===== config.mk =====
export PLATFORM = sky130hd
export DESIGN_NAME = morse_character_keyer
export DESIGN_NICKNAME = d
export VERILOG_FILES = /design/src/hw/rtl/mck_pkg.sv /design/src/hw/rtl/mck_ctrl.sv /design/src/hw/rtl/mck_datapath.sv /design/src/hw/rtl/morse_character_keyer.sv
export SDC_FILE = /design/constraint.sdc
export NUM_CORES = 1
export LEC_CHECK = 0
export ABC_AREA = 1
export BUFFER_PORTS_ARGS = -buffer_cell sky130_fd_sc_hd__buf_2
export CELL_PAD_IN_SITES_DETAIL_PLACEMENT = 1
export CELL_PAD_IN_SITES_GLOBAL_PLACEMENT = 1
export CORE_AREA = 4 4 125 127
export CTS_BUF_LIST = sky130_fd_sc_hd__clkbuf_4
export DETAILED_ROUTE_END_ITERATION = 8
export DIE_AREA = 0 0 129 131
export PLACE_DENSITY_LB_ADDON = 0.1
export SKIP_CTS_REPAIR_TIMING = 1
export SLEW_MARGIN = 5
export SYNTH_ARGS = -nofsm -noshare
export SYNTH_HDL_FRONTEND = slang
export SYNTH_SLANG_ARGS = --single-unit

===== constraint.sdc =====
create_clock -name clk -period 4.05 [get_ports clk]
set_clock_uncertainty 0.1 [all_clocks]
set_input_delay 0.6075 -clock clk [delete_from_list [all_inputs] [get_ports clk]]
set_output_delay 0.6075 -clock clk [all_outputs]
set_load 0.1 [all_outputs]

===== src/hw/rtl/mck_pkg.sv =====
// Shared types, constants and the Morse code table of the character keyer.
package mck_pkg;

  // Width of the duration field on the result stream
  localparam int OUT_DUR_W = 16;

  // Longest Morse code in the table (digits)
  localparam int CODE_MAX = 5;
  localparam int CODE_LEN_W = $clog2(CODE_MAX + 1);

  // Characters with special handling
  localparam logic [7:0] CHAR_SPACE   = 8'h20;
  localparam logic [7:0] CHAR_NEWLINE = 8'h0A;

  // Configuration register indexes
  localparam int REG_IDX_W = 3;
  localparam logic [REG_IDX_W-1:0] REG_DOT      = 3'd0;
  localparam logic [REG_IDX_W-1:0] REG_DASH     = 3'd1;
  localparam logic [REG_IDX_W-1:0] REG_ELEM_GAP = 3'd2;
  localparam logic [REG_IDX_W-1:0] REG_LTR_GAP  = 3'd3;
  localparam logic [REG_IDX_W-1:0] REG_WORD_GAP = 3'd4;

  // Register reset values, time units
  localparam int DOT_RST      = 200;
  localparam int DASH_RST     = 600;
  localparam int ELEM_GAP_RST = 200;
  localparam int LTR_GAP_RST  = 600;
  localparam int WORD_GAP_RST = 1400;

  // Controller states
  typedef enum logic [2:0] {
    ST_IDLE,
    ST_LEAD,
    ST_MARK,
    ST_EGAP,
    ST_WORD,
    ST_CLOSE
  } state_t;

  // Kind of segment to load into the output register
  typedef enum logic [1:0] {
    SEG_LETTER,
    SEG_ELEMENT,
    SEG_WORD,
    SEG_MARK
  } seg_t;

  // Controller to datapath commands
  typedef struct packed {
    logic load;
    logic emit;
    seg_t seg;
    logic last;
    logic step;
  } cmd_t;

  // Datapath to controller status
  typedef struct packed {
    logic slot_free;
    logic lead;
    logic len_zero;
    logic idx_last;
    logic space;
    logic eom;
  } sts_t;

  // One table entry: element count and pattern, first element in the MSB, 1 = dash
  typedef struct packed {
    logic [CODE_LEN_W-1:0] len;
    logic [CODE_MAX-1:0]   pat;
  } code_t;

  function automatic code_t code_lookup(input logic [7:0] ch);
    code_t c;
    c = '{len: '0, pat: '0};
    case (ch)
      8'h61: c = '{len: 3'd2, pat: 5'b01000}; // a
      8'h62: c = '{len: 3'd4, pat: 5'b10000}; // b
      8'h63: c = '{len: 3'd4, pat: 5'b10100}; // c
      8'h64: c = '{len: 3'd3, pat: 5'b10000}; // d
      8'h65: c = '{len: 3'd1, pat: 5'b00000}; // e
      8'h66: c = '{len: 3'd4, pat: 5'b00100}; // f
      8'h67: c = '{len: 3'd3, pat: 5'b11000}; // g
      8'h68: c = '{len: 3'd4, pat: 5'b00000}; // h
      8'h69: c = '{len: 3'd2, pat: 5'b00000}; // i
      8'h6A: c = '{len: 3'd4, pat: 5'b01110}; // j
      8'h6B: c = '{len: 3'd3, pat: 5'b10100}; // k
      8'h6C: c = '{len: 3'd4, pat: 5'b01000}; // l
      8'h6D: c = '{len: 3'd2, pat: 5'b11000}; // m
      8'h6E: c = '{len: 3'd2, pat: 5'b10000}; // n
      8'h6F: c = '{len: 3'd3, pat: 5'b11100}; // o
      8'h70: c = '{len: 3'd4, pat: 5'b01100}; // p
      8'h71: c = '{len: 3'd4, pat: 5'b11010}; // q
      8'h72: c = '{len: 3'd3, pat: 5'b01000}; // r
      8'h73: c = '{len: 3'd3, pat: 5'b00000}; // s
      8'h74: c = '{len: 3'd1, pat: 5'b10000}; // t
      8'h75: c = '{len: 3'd3, pat: 5'b00100}; // u
      8'h76: c = '{len: 3'd4, pat: 5'b00010}; // v
      8'h77: c = '{len: 3'd3, pat: 5'b01100}; // w
      8'h78: c = '{len: 3'd4, pat: 5'b10010}; // x
      8'h79: c = '{len: 3'd4, pat: 5'b10110}; // y
      8'h7A: c = '{len: 3'd4, pat: 5'b11000}; // z
      8'h30: c = '{len: 3'd5, pat: 5'b11111}; // 0
      8'h31: c = '{len: 3'd5, pat: 5'b01111}; // 1
      8'h32: c = '{len: 3'd5, pat: 5'b00111}; // 2
      8'h33: c = '{len: 3'd5, pat: 5'b00011}; // 3
      8'h34: c = '{len: 3'd5, pat: 5'b00001}; // 4
      8'h35: c = '{len: 3'd5, pat: 5'b00000}; // 5
      8'h36: c = '{len: 3'd5, pat: 5'b10000}; // 6
      8'h37: c = '{len: 3'd5, pat: 5'b11000}; // 7
      8'h38: c = '{len: 3'd5, pat: 5'b11100}; // 8
      8'h39: c = '{len: 3'd5, pat: 5'b11110}; // 9
      default: c = '{len: '0, pat: '0};
    endcase
    return c;
  endfunction

endpackage


===== src/hw/rtl/mck_ctrl.sv =====
// Sequencing controller: walks one character through its keying segments.
module mck_ctrl
  import mck_pkg::*;
(
  input  logic clk,
  input  logic rst_n,
  input  logic in_tvalid,
  output logic in_tready,
  input  sts_t sts,
  output cmd_t cmd
);

  state_t state_r, state_nxt;

  // State register
  always_ff @(posedge clk) begin
    if (!rst_n) begin
      state_r <= ST_IDLE;
    end else begin
      state_r <= state_nxt;
    end
  end

  // Next state and commands
  always_comb begin
    state_nxt = state_r;
    cmd       = '{load: 1'b0, emit: 1'b0, seg: SEG_LETTER, last: 1'b0, step: 1'b0};
    in_tready = 1'b0;
    case (state_r)
      ST_IDLE: begin
        in_tready = 1'b1;
        if (in_tvalid) begin
          cmd.load  = 1'b1;
          state_nxt = ST_LEAD;
        end
      end
      // letter gap ahead of a character inside a message
      ST_LEAD: begin
        if (!sts.lead || sts.slot_free) begin
          if (sts.lead) begin
            cmd.emit = 1'b1;
            cmd.seg  = SEG_LETTER;
            cmd.last = sts.len_zero && !sts.space && !sts.eom;
          end
          if (!sts.len_zero) begin
            state_nxt = ST_MARK;
          end else if (sts.space) begin
            state_nxt = ST_WORD;
          end else begin
            state_nxt = ST_CLOSE;
          end
        end
      end
      // dot or dash
      ST_MARK: begin
        if (sts.slot_free) begin
          cmd.emit  = 1'b1;
          cmd.seg   = SEG_MARK;
          cmd.last  = sts.idx_last && !sts.eom;
          cmd.step  = 1'b1;
          state_nxt = sts.idx_last ? ST_CLOSE : ST_EGAP;
        end
      end
      ST_EGAP: begin
        if (sts.slot_free) begin
          cmd.emit  = 1'b1;
          cmd.seg   = SEG_ELEMENT;
          state_nxt = ST_MARK;
        end
      end
      ST_WORD: begin
        if (sts.slot_free) begin
          cmd.emit  = 1'b1;
          cmd.seg   = SEG_WORD;
          cmd.last  = !sts.eom;
          state_nxt = ST_CLOSE;
        end
      end
      // closing letter gap at end of message
      ST_CLOSE: begin
        if (!sts.eom) begin
          state_nxt = ST_IDLE;
        end else if (sts.slot_free) begin
          cmd.emit  = 1'b1;
          cmd.seg   = SEG_LETTER;
          cmd.last  = 1'b1;
          state_nxt = ST_IDLE;
        end
      end
      default: state_nxt = ST_IDLE;
    endcase
  end

endmodule


===== src/hw/rtl/mck_datapath.sv =====
// Datapath: timing registers, character plan and the output segment register.
module mck_datapath
  import mck_pkg::*;
#(
  parameter int DURATION_BITS = 16
) (
  input  logic                     clk,
  input  logic                     rst_n,
  input  logic [7:0]               in_tdata,
  input  logic                     in_tlast,
  input  logic                     cfg_we,
  input  logic [REG_IDX_W-1:0]     cfg_index,
  input  logic [DURATION_BITS-1:0] cfg_wdata,
  input  cmd_t                     cmd,
  output sts_t                     sts,
  output logic                     out_tvalid,
  input  logic                     out_tready,
  output logic [OUT_DUR_W-1:0]     out_tdata,
  output logic                     out_tuser,
  output logic                     out_tlast
);

  logic [DURATION_BITS-1:0] dot_r, dash_r, egap_r, lgap_r, wgap_r;
  logic                     in_msg_r;
  logic                     lead_r, space_r, eom_r;
  logic [CODE_LEN_W-1:0]    rem_r;
  logic [CODE_MAX-1:0]      pat_r;
  logic                     oval_r, olevel_r, olast_r;
  logic [OUT_DUR_W-1:0]     odur_r;

  code_t                            code;
  logic [DURATION_BITS-1:0]         dur_sel;
  logic                             lvl_sel;
  logic [DURATION_BITS+OUT_DUR_W-1:0] dur_ext;

  // Configuration registers
  always_ff @(posedge clk) begin
    if (!rst_n) begin
      dot_r  <= DURATION_BITS'(DOT_RST);
      dash_r <= DURATION_BITS'(DASH_RST);
      egap_r <= DURATION_BITS'(ELEM_GAP_RST);
      lgap_r <= DURATION_BITS'(LTR_GAP_RST);
      wgap_r <= DURATION_BITS'(WORD_GAP_RST);
    end else if (cfg_we) begin
      case (cfg_index)
        REG_DOT:      dot_r  <= cfg_wdata;
        REG_DASH:     dash_r <= cfg_wdata;
        REG_ELEM_GAP: egap_r <= cfg_wdata;
        REG_LTR_GAP:  lgap_r <= cfg_wdata;
        REG_WORD_GAP: wgap_r <= cfg_wdata;
        default: ;
      endcase
    end
  end

  // Message tracking
  always_ff @(posedge clk) begin
    if (!rst_n) begin
      in_msg_r <= 1'b0;
    end else if (cmd.load) begin
      in_msg_r <= !in_tlast;
    end
  end

  assign code = code_lookup(in_tdata);

  // Character plan: latched on accept, pattern shifts out one element a step
  always_ff @(posedge clk) begin
    if (cmd.load) begin
      lead_r  <= in_msg_r && (in_tdata != CHAR_SPACE) && (in_tdata != CHAR_NEWLINE);
      space_r <= (in_tdata == CHAR_SPACE);
      eom_r   <= in_tlast;
      rem_r   <= code.len;
      pat_r   <= code.pat;
    end else if (cmd.step) begin
      rem_r   <= rem_r - CODE_LEN_W'(1);
      pat_r   <= {pat_r[CODE_MAX-2:0], 1'b0};
    end
  end

  // Segment selection
  always_comb begin
    lvl_sel = 1'b0;
    dur_sel = lgap_r;
    case (cmd.seg)
      SEG_LETTER:  dur_sel = lgap_r;
      SEG_ELEMENT: dur_sel = egap_r;
      SEG_WORD:    dur_sel = wgap_r;
      SEG_MARK: begin
        lvl_sel = 1'b1;
        dur_sel = pat_r[CODE_MAX-1] ? dash_r : dot_r;
      end
      default: dur_sel = lgap_r;
    endcase
  end

  assign dur_ext = {{OUT_DUR_W{1'b0}}, dur_sel};

  // Output segment register
  always_ff @(posedge clk) begin
    if (!rst_n) begin
      oval_r <= 1'b0;
    end else if (cmd.emit) begin
      oval_r <= 1'b1;
    end else if (out_tready) begin
      oval_r <= 1'b0;
    end
  end

  always_ff @(posedge clk) begin
    if (cmd.emit) begin
      olevel_r <= lvl_sel;
      odur_r   <= dur_ext[OUT_DUR_W-1:0];
      olast_r  <= cmd.last;
    end
  end

  assign out_tvalid = oval_r;
  assign out_tdata  = odur_r;
  assign out_tuser  = olevel_r;
  assign out_tlast  = olast_r;

  // Status to the controller
  assign sts = '{
    slot_free: !oval_r || out_tready,
    lead:      lead_r,
    len_zero:  (rem_r == '0),
    idx_last:  (rem_r == CODE_LEN_W'(1)),
    space:     space_r,
    eom:       eom_r
  };

endmodule


===== src/hw/rtl/morse_character_keyer.sv =====
// Top level of the Morse character keyer: controller plus datapath.
// Takes one ASCII character per input word and sends the keying segments
// (level, duration) that key it in International Morse: letters a-z and
// digits 0-9 as dots and dashes separated by element gaps, a space as a word
// gap, a letter gap ahead of every character of a message but the first
// (spaces and newlines excepted), and a closing letter gap after the word
// flagged by in_tlast. Other codes send no elements. One character is worked
// at a time: the controller accepts it, then steps through its segments and
// loads one segment per cycle into the single output register while the
// output side keeps up; a leading or closing gap that does not apply still
// takes its own controller state, and an output stall holds the controller.
// Configuration writes take effect at once and are meant for idle time.
module morse_character_keyer
  import mck_pkg::*;
#(
  parameter int DURATION_BITS = 16
) (
  input  logic                     clk,
  input  logic                     rst_n,
  // character stream
  input  logic                     in_tvalid,
  output logic                     in_tready,
  input  logic [7:0]               in_tdata,   // [7:0] char_code
  input  logic                     in_tlast,   // end_of_message
  // segment stream
  output logic                     out_tvalid,
  input  logic                     out_tready,
  output logic [OUT_DUR_W-1:0]     out_tdata,  // [15:0] duration
  output logic                     out_tuser,  // [0] key_level
  output logic                     out_tlast,  // run_last
  // configuration writes
  input  logic                     cfg_we,
  input  logic [REG_IDX_W-1:0]     cfg_index,
  input  logic [DURATION_BITS-1:0] cfg_wdata
);

  cmd_t cmd;
  sts_t sts;

  mck_ctrl u_ctrl (
    .clk       (clk),
    .rst_n     (rst_n),
    .in_tvalid (in_tvalid),
    .in_tready (in_tready),
    .sts       (sts),
    .cmd       (cmd)
  );

  mck_datapath #(
    .DURATION_BITS (DURATION_BITS)
  ) u_dp (
    .clk        (clk),
    .rst_n      (rst_n),
    .in_tdata   (in_tdata),
    .in_tlast   (in_tlast),
    .cfg_we     (cfg_we),
    .cfg_index  (cfg_index),
    .cfg_wdata  (cfg_wdata),
    .cmd        (cmd),
    .sts        (sts),
    .out_tvalid (out_tvalid),
    .out_tready (out_tready),
    .out_tdata  (out_tdata),
    .out_tuser  (out_tuser),
    .out_tlast  (out_tlast)
  );

endmodule


Word level (Yosys, flattened, before mapping)
Memories as Yosys holds them, arrays and structs flattened.
Cells that the tools add are included.
Word-level totals
  logic and storage cells: 98
  input bits: 33
  bits in read-only memories: 1024
  register bits: 114
  memories: 1
Operators by class
  eq/ne operators: 22
  muxes and demuxes: 34
  add/subtract/negate cells: 1
  reductions and logical operators: 24
Memories
  (no name shown): words 128, bits a word 8, rd ports 1, clocked after Yosys merged registers in 0, write ports 0, line mck_pkg.sv:76  | case (ch)
Operators by type and width (count)
  one-hot mux 16 bit (4 select lines): 1
  2-to-1 mux 3 bit: 12
  2-to-1 mux 4 bit: 5
  one-hot mux 3 bit (6 select lines): 1
  2-to-1 mux 16 bit: 1
  2-to-1 mux 5 bit: 3
  one-hot mux 3 bit (5 select lines): 1
  equality test 3 x 2 -> 1 bit (second input constant): 4
  AND reduction 2 bit: 5
  equality test 3 x 1 -> 1 bit (second input constant): 3
  equality test 3 bit (second input constant): 3
  zero test 3 bit: 3
  equality test 8 x 6 -> 1 bit (second input constant): 1
  2-to-1 mux 1 bit: 8
  2-to-1 mux 8 bit: 1
  inequality test 2 x 1 -> 1 bit (second input constant): 4
  inequality test 8 x 4 -> 1 bit (second input constant): 1
  inequality test 8 x 6 -> 1 bit (second input constant): 1
  AND reduction 6 bit: 1
  logical AND 1 bit: 5
  zero test 1 bit: 5
  equality test 2 bit (second input constant): 2
  one-hot mux 1 bit (4 select lines): 1
  nonzero test 2 bit: 2
  6 further kinds: 7

Logic depth before layout (Yosys ltp)
  depth in word-level cells: 8
  mapped depth: 11

Modules after synthesis
A second synthesis with hierarchy kept.
Second synthesis, totals
  cell total of the unflattened synthesis: 752
  area total of the unflattened synthesis: 5547.8 um^2
Modules (own cells, without submodules)
  mck_datapath: area an instance 5099.9 um^2, times used 1, cells each 663
  mck_ctrl: area an instance 447.9 um^2, times used 1, cells each 89

Worst setup path before layout
No wires, ideal clock.
  path kind: flip-flop to flip-flop
  start: reg u_dp.oval_r (netlist: u_dp.out_tvalid)
  end: reg u_dp.odur_r[0] (netlist: u_dp.out_tdata[0]) (enable)
  clock period less this slack: 2421 ps
  cell stages (with the launch flop): 8
  data arrival time: 1994 ps
  setup slack: 1629 ps
  required time: 3622 ps
  cell sequence: dfxtp_1 > inv_1 > nor2_8 > inv_4 > o21ai_0 > nor2_1 > o21ai_0 > inv_1
RTL lines
  start, declared: line mck_datapath.sv:28  | logic oval_r, olevel_r, olast_r;
  start signal, assigned: line mck_datapath.sv:102  | oval_r <= 1'b0;
  start signal, assigned: line mck_datapath.sv:104  | oval_r <= 1'b1;
  start signal, assigned: line mck_datapath.sv:106  | oval_r <= 1'b0;
  end signal, assigned: line mck_datapath.sv:113  | odur_r <= dur_ext[OUT_DUR_W-1:0];
  end, declared: line mck_datapath.sv:29  | logic [OUT_DUR_W-1:0] odur_r;

Worst setup path in the final report
  start: reg u_ctrl.state_r[1]
  end: out in_tready
Between the ends
  cells in the longest elaborated chain, start to end: 2
RTL lines
  start, declared: line mck_ctrl.sv:13  | state_t state_r, state_nxt;
  start signal, assigned: line mck_ctrl.sv:20  | state_r <= state_nxt;
  zero test 3 bit: line mck_ctrl.sv:29  | case (state_r)
  2-to-1 mux 1 bit: line mck_ctrl.sv:29
  end, declared: line morse_character_keyer.sv:22  | output logic in_tready,
No other way between the ends.

==> results.toml <==
[critical_path]
crit_chain = "nor2_8, nand2_4, inv_1, buf_2"
ff2ff_path_depth = 4
path_class = "reg -> out"
endpoint_kind = "output pin"
start_kind = "flip-flop"
cp_max_fo = 9
path_buf_inv = 2
required_ns = 3.34
critPathTopFamily = "buffers and inverters"
cp.depth = 4
critPathArrivalTime_ns = 1.82
slowest_delay_ns = 0.48
cpMaxStageDelayCell = "dfxtp_1"

[synthesis]
synth.area.mux_share_pct = 0
synth_seq_cells = 114
ys_seq_area_share_pct = 46.3
synthTopCellsByArea = "dfxtp_1 (31%), edfxtp_1 (16%), nand2_1 (14%)"
synth_area_sq_um = 5550
synth_warnings = 0
syn_nets = 771
synthCells = 728
yosysTopAreaCellShare_pct = 30.6
synth_cell_types = 37
synth_compound_area_share_pct = 13.4
synth-simple-area-share_pct = 30.2
synth_xor_area_share_pct = 0
synth_area_per_cell_sq_um = 7.63
synth_top_family_by_area = "simple AND/OR/NAND/NOR gates"
synthAdderAreaFrac_pct = 2.25
synth_top_area_cell = "dfxtp_1"

[cts]
cts_max_path_buffers = 2
cts_tree = "done"
cts.clk_slew.worst_paths_ns = 0.10
h-tree-depth = 4
cts_root_buf = "clkbuf_4"
cts_sinks = 114
cts_inserted_buffers = 17
clk_latency_ns = 0.52

[worst_hold_path]
hold_path_class = "in -> reg"
hold_path_depth = 2

[timing]
fin_crit_ns = 2.53
relSlewSlack_pct = 24.1
fmax_mhz = 396
setup_violations = 0
final_max_slew_viol_count = 0
hold_violations = 0
tightest_slew_ns = 1.13
rsz0062_at_grt = "no"
finalSetupTns_ns = 0
fin_crit_sh_pct = 62.4

[power_and_ir_drop]
powerDensity_nw_per_um2 = 469
ir_worst_vdd_mv = 0.252
p_leak_nw = 2.62

[cells_and_area]
antenna_cells = 0
layout-drive-gt1-share_pct = 15.4
multi_input_area_sq_um = 2550
finalInstanceArea_sq_um = 6100
fillers = 1840
fin_nets = 807
synthToLayoutAreaGrowth_pct = 9.89
seq_area_sq_um = 2570

[placement]
port_buffers = 52
place_hpwl_microns = 11100
gp_congestion = 0.891
placed_area_sq_um = 5830

[detailed_routing]
drt_iter0_markers = 268
dr.pass1.iters = 4
wl_per_cell_microns = 17.3
drtAntennaViolNets = 0
vias = 5012
drc = 0
wl_microns = 16600
routed_via_density = 5.22

[die]
die_height_microns = 131
num_io_pins = 53
row_count = 44
core-area_sq_um = 14400
die_area_sq_um = 16900
die_w_microns = 129
initial_utilization_pct = 38.5

[global_route]
first_global_vias = 5304
grt_antenna_before_repair = 0
grt.overflow.total = 0
track_usage_pct = 20.5
grt_max_degree = 71
grt_pass1_wl_microns = 26800

[run_status]
status = "complete, no violations"

[run]
maxCapViolCount = 0
-- cells by family after synthesis --
| kind of cell | after synthesis |
|---|---|
| buffers and inverters | 91 |
| and+or+nand+nor | 385 |
| adders and majority gates | 10 |
| AOI/OAI and AO/OA | 128 |
| DFF | 114 |
-- where the power goes --
| part | leakage, nW | internal (W) | switching, W |
|---|---|---|---|
| Sequential | 0.966 | 0.00128 | 0.0000671 |
| Clock | 0.154 | 0.000408 | 0.000430 |
| Combinational | 1.50 | 0.000153 | 0.000529 |
| Total | 2.62 | 0.00184 | 0.00103 |
-- cell usage in the layout, fill, tap and decap left out, types with 6 or more instances in the layout --
cell,Yosys,final
dfxtp_1,85,85
nand2_1,212,212
clkbuf_4,0,24
nand2_2,9,9
o2111ai_1,16,16
buf_2,12,52
a21oi_1,33,33
o21ai_0,64,64
nand3_1,43,43
nor2_1,98,98
o211ai_1,6,6
ha_1,10,10
inv_1,47,47
edfxtp_1,29,29
-- worst register-to-register path, stage by stage, from the launching register on --
cell,delay [ns]
dfxtp_1,0.67
inv_4,0.07
nor2_4,0.15
nand2_4,0.09
o21ai_0,0.89
-- flip-flops by register name, summed over array words and instances (netlist names) --
name             cells
u_dp.dash_r         16
u_dp.rem_r           3
u_ctrl.state_r       3
u_dp.dot_r          16
u_dp.in_msg_r        1
u_dp.out_tvalid      1
u_dp.lead_r          1
u_dp.wgap_r         16
u_dp.out_tuser       1
u_dp.eom_r           1
u_dp.pat_r           5
u_dp.egap_r         16
u_dp.out_tdata      16
u_dp.space_r         1
u_dp.lgap_r         16
u_dp.out_tlast       1
-- final timing paths --
check | end | from | slack [ns]
max | in_tready | u_ctrl.state_r[1]$_SDFFE_PN0P_ | 1.52
min | u_dp.in_msg_r$_SDFFE_PN0P_ | in_tlast | 0.17
min reg2reg | u_dp.wgap_r[15]$_SDFFE_PN0P_ | u_dp.wgap_r[15]$_SDFFE_PN0P_ | 0.37
max reg2reg | u_dp.pat_r[2]$_DFFE_PP_ | u_ctrl.state_r[1]$_SDFFE_PN0P_ | 1.70
-- cell usage after synthesis, drive strengths merged --
library cell,n
o22ai,1
nand3,47
o211ai,6
edfxtp,29
ha,10
nor2,106
dfxtp,85
o21ai,67
nand4,1
a21o,1
or2,2
a211oi,1
nand3b,1
nor3,4
o21bai,2
buf,25
a21oi,33
inv,55
o2111ai,17
nand2,224
clkbuf,11
-- through the flow --
stage	hold slack (ns)	utilization, %	std cells	total power, W	setup WS, ns
floorplan	0.330	-	728	0.00190	1.63
global placement	0.346	40.4	929	0.00204	1.64
detailed placement	0.356	40.4	929	0.00206	1.51
CTS	0.121	42.3	961	0.00290	1.47
global route	0.131	42.3	961	0.00302	1.37
finish	0.166	42.3	961	0.00286	1.52
-- cell type report --
type                            count  area share, %
Sequential cell                   114           42.1
Multi-Input combinational cell    523           41.7
Timing Repair Buffer               53           4.39
Tap cell                          184           3.77
Inverter                           55           3.55
Clock buffer                       24           2.95
Clock inverter                      8           1.48
-- routing by layer --
| layer | vias up | part of all wire, % | GRT usage (%) |
|---|---|---|---|
| li1 | 2455 | - | - |
| met1 | 2443 | 43 | 23.5 |
| met5 | - | 0 | 0 |
| met2 | 91 | 51 | 37.4 |
| met3 | 23 | 4.4 | 5.16 |
| met4 | 0 | 1.9 | 6.86 |
Note: power is estimated with default switching activity, not from simulation.
